==> config.mk <==
export PLATFORM = sky130hd
export DESIGN_NAME = lce_div
export DESIGN_NICKNAME = d
export VERILOG_FILES = /design/src/hw/rtl/lce_div.sv
export SDC_FILE = /design/constraint.sdc
export NUM_CORES = 1
export LEC_CHECK = 0
export BUFFER_PORTS_ARGS = -buffer_cell sky130_fd_sc_hd__buf_4
export CORE_UTILIZATION = 55
export DETAILED_ROUTE_END_ITERATION = 16
export PLACE_DENSITY = 0.78
export SLEW_MARGIN = 20
export SYNTH_ARGS = -nofsm -noshare
export SYNTH_HDL_FRONTEND = slang
export SYNTH_SLANG_ARGS = --single-unit
==> constraint.sdc <==
create_clock -name clk -period 5.3 [get_ports clk]
set_clock_uncertainty 0.2 [all_clocks]
set_input_delay 0 -clock clk [delete_from_list [all_inputs] [get_ports clk]]
set_output_delay 0 -clock clk [all_outputs]
set_load 0.05 [all_outputs]
==> src/hw/rtl/lce_div.sv <==
// Restoring divider, one quotient bit per cycle.
module lce_div #(
    parameter int W = 17
) (
    input  logic         clk,
    input  logic         rst_n,
    input  logic         start,
    input  logic [W-1:0] dividend,
    input  logic [W-1:0] divisor,
    output logic         done,
    output logic [W-1:0] quotient
);

    localparam int CNT_W = $clog2(W + 1);

    logic             busy_reg, busy_next;
    logic             done_reg, done_next;
    logic [CNT_W-1:0] cnt_reg, cnt_next;
    logic [W:0]       rem_reg, rem_next;
    logic [W-1:0]     quo_reg, quo_next;
    logic [W-1:0]     div_reg, div_next;
    logic [W:0]       shifted;

    // Control registers.
    always_ff @(posedge clk or negedge rst_n)
    begin
        if (!rst_n)
        begin
            busy_reg <= 1'b0;
            done_reg <= 1'b0;
            cnt_reg  <= '0;
        end
        else
        begin
            busy_reg <= busy_next;
            done_reg <= done_next;
            cnt_reg  <= cnt_next;
        end
    end

    // Datapath registers.
    always_ff @(posedge clk)
    begin
        rem_reg <= rem_next;
        quo_reg <= quo_next;
        div_reg <= div_next;
    end

    // One shift and conditional subtract per cycle.
    always_comb
    begin
        busy_next = busy_reg;
        done_next = 1'b0;
        cnt_next  = cnt_reg;
        rem_next  = rem_reg;
        quo_next  = quo_reg;
        div_next  = div_reg;
        shifted   = {rem_reg[W-1:0], quo_reg[W-1]};
        if (start)
        begin
            busy_next = 1'b1;
            cnt_next  = CNT_W'(W);
            rem_next  = '0;
            quo_next  = dividend;
            div_next  = divisor;
        end
        else if (busy_reg)
        begin
            if (shifted >= {1'b0, div_reg})
            begin
                rem_next = shifted - {1'b0, div_reg};
                quo_next = {quo_reg[W-2:0], 1'b1};
            end
            else
            begin
                rem_next = shifted;
                quo_next = {quo_reg[W-2:0], 1'b0};
            end
            cnt_next = cnt_reg - CNT_W'(1);
            if (cnt_reg == CNT_W'(1))
            begin
                busy_next = 1'b0;
                done_next = 1'b1;
            end
        end
    end

    assign done     = done_reg;
    assign quotient = quo_reg;

endmodule

==> metrics.md <==
| Metric | Value |
|---|---|
| Post-CTS sizing | 0 |
| Grt ovf | 0 |
| Post-Synth Simple-Gate Area | 0.137 |
| Postcts setup bufs | 0 |
| PortBufs | 54 |
| Gate Count Post-Synth | 324 |
| Chip height | 80.2 um |
| Power Density | 459 nW/um^2 |
| CTS Sinks | 58 |
| Initial antenna violation count | 0 |
| Final hold viol count | 0 |
| Final worst slack | 2.23 ns |
| Max Freq | 0.326 GHz |
| Synth Flop Type | edfxtp_1 |
| Setup total negative slack | 0 ns |
| Crit end category | flip-flop |
| Max Slew Vio Count | 0 |
| Slew Limit Headroom | 0.334 |
| Post-DRT Antenna Nets | 0 |
| CTS tree | built |
| P&R area growth vs syn | 29.1% |
| Syn nets | 381 |
| Final min period | 3.07 ns |
| Final HPWL DP | 5100 um |
| Layout cell share with drive strength beyond 1 | 0.225 |
| Worst-path clk slew | 0.06 ns |
| CP required | 5.19 ns |
| Post-synthesis compound-gate area fraction | 0.180 |
| Yosys warns | 0 |
| Clk_lat worst skew | 0.34 ns |
| First-pass GRT wire length | 12,800 um |
| Status | finished clean |
| CP Buf/Inv Count | 2 |
| Top cell type's share of synthesized area | 0.304 |
| Largest family of logic cells by synthesized area | compound AO/OA/AOI/OAI gates |
| Max H-tree Level | 3 |
| CTS Hold Bufs | 37 |
| WL final | 7890 um |
| Dpl ws | 2.25 ns |
| Starting Density | 0.567 |
| Core area | 5920 um^2 |
| Synth top area cells | edfxtp_1, dfxtp_1, ha_1 |
| Pre-antenna DRT Iters | 4 |
| Clock tree buffer depth | 2 |
| Vias in the first global route | 2,729 |
| Slew at the pin closest to its max-slew limit | 0.999 ns |
| Synth async-reset ratio | 0.121 |
| Syn Area/Cell | 10.4 um^2 |
| Setup-failing EPs final | 0 |
| Hold crit path type | in2reg |
| CP arrival | 2.96 ns |
| Lkg Pwr | 1.83 nW |
| CP dominant cell by count | inv_1 |
| Critical path cell sequence | inv_1 -> ha_1 -> inv_1 -> fa_1 -> a21o_2 -> a221oi_4 -> a21oi_2 -> nand3_2 -> nand2_1 -> mux2_2 |
| Peak VDD IR | 0.000282 V |
| Wire length per cell | 16.0 um |
| Final net count | 470 |
| Routed vias/inst | 5.71 |
| Post-synth cell types | 55 |
| Delay-heaviest family, CP | compound AO/OA/AOI/OAI gates |
| Synth cell count leaders | edfxtp_1, nor2_1, inv_1 |
| Synth Area in Adders | 0.0767 |
| Final Wtd Congestion | 0.848 |
| Die width | 80.2 um |
| Final Cycle Share | 0.579 |
| Synth Area in XOR/XNOR | 0.0417 |
| Crit start category | flip-flop |
| Row Count | 28 |
| Flops & latches, synth | 58 |
| Worst Setup SP | quotient[16] |
| 1st-iter DRT viols | 170 |
| Maximum fanout along the worst path | 16 |
| Synth area leader | edfxtp_1 |
| CP Class | reg2reg |
| Ant. Diodes | 0 |
| Sequential area share after synthesis | 0.457 |
| Hold Crit Start | divisor[14] |
| Largest net degree at the start of global routing | 57 |
| Clk root buf | clkbuf_8 |
| CP max stage delay | 0.39 ns |
| Cts bufs inserted | 9 |
| I/O pin cnt | 55 |
| RSZ-0062 raised after global routing | no |
| Mux share of post-synthesis cell area | 0.0603 |
| # DRC | 0 |
| Mapped cell area | 3360 um^2 |
| Reg2reg start | quotient[16] |
| EDFF count, synth | 34 |
| Critical-path top delay cell | fa_1 |
| Detailed-route via count | 2,813 |
| Die area | 6420 um^2 |
| GRT Util Overall | 0.266 |
| Top-count cell post-synth | edfxtp_1 |
| Max cap viols | 0 |
==> worst reg2reg max path: cells and delay by family, from the launching register on <==
family          cells  cell delay [ns]
compound gates      3             0.80
flops               1             0.38
mux                 1             0.29
simple gates        2             0.46
fa+ha+maj           2             0.55
buf+inv             2             0.14
==> cell families after synthesis <==
group	after synthesis
compound gates	84
simple gates	91
flops	58
xor+xnor	16
fa+ha+maj	20
buf+inv	37
mux	18
==> final timing paths <==
kind	to	cells after the start	slack (ns)
max	quotient[0]	10	2.23
min	div_reg[14]	2	0.17
max reg2reg	quotient[0]	10	2.23
min reg2reg	rem_reg[4]	2	0.31
max in group asynchronous	cnt_reg[3]	3	4.24
min in group asynchronous	done	3	0.42
==> report_power, final <==
group / total (mW) / internal [mW] / switching, mW / leakage [nW]
registers: 0.690 / 0.595 / 0.0950 / 0.569
logic: 0.916 / 0.371 / 0.546 / 1.17
clock network: 0.386 / 0.212 / 0.174 / 0.0898
total: 1.99 / 1.18 / 0.815 / 1.83
==> stage by stage <==
step	cell area (um^2)	total power, mW	cells	util	hold WS, ns
after floorplan	3360	1.36	324	-	-0.496
after global placement	3790	1.55	440	0.640	-0.384
after detailed placement	3790	1.58	440	0.640	-0.382
after CTS	4340	1.99	493	0.733	0.164
after global routing	4340	2.12	493	0.733	0.169
final	4340	1.99	493	0.733	0.171
==> area by class of cell <==
class,count,area (um^2)
clock inverters,5,46.3
clock buffers,11,131
inverters,24,90.1
multi-input cells,229,1660
repair buffers,91,776
flip-flops and latches,58,1540
well taps,75,93.8
fillers,447,1580
==> routing by layer <==
layer | wire length [um] | part of all wire | track usage
met5 | 0 | 0 | 0
met3 | 373 | 0.047 | 0.0761
met2 | 3900 | 0.49 | 0.455
met1 | 3420 | 0.43 | 0.314
met4 | 199 | 0.025 | 0.104
==> layout by cell type (no fill, tap or decap), types with 4 or more instances in the layout <==
master / Yosys / final
edfxtp_1: 34 / 34
xnor2_1: 11 / 11
a21o_1: 7 / 7
a31oi_1: 4 / 4
ha_1: 19 / 19
mux2_2: 18 / 18
xor2_1: 5 / 5
a211oi_1: 5 / 5
o21ai_0: 14 / 14
nand2b_1: 8 / 8
nor3_1: 6 / 6
a311oi_1: 10 / 10
nand2_1: 18 / 18
nor2_1: 30 / 30
buf_4: 0 / 54
dfrtp_1: 7 / 7
nand3_1: 9 / 9
inv_1: 24 / 24
clkbuf_8: 0 / 9
a21oi_1: 15 / 15
o211ai_1: 6 / 6
dlygate4sd3_1: 0 / 37
dfxtp_1: 17 / 17
Power figures use the tool's default switching activity.
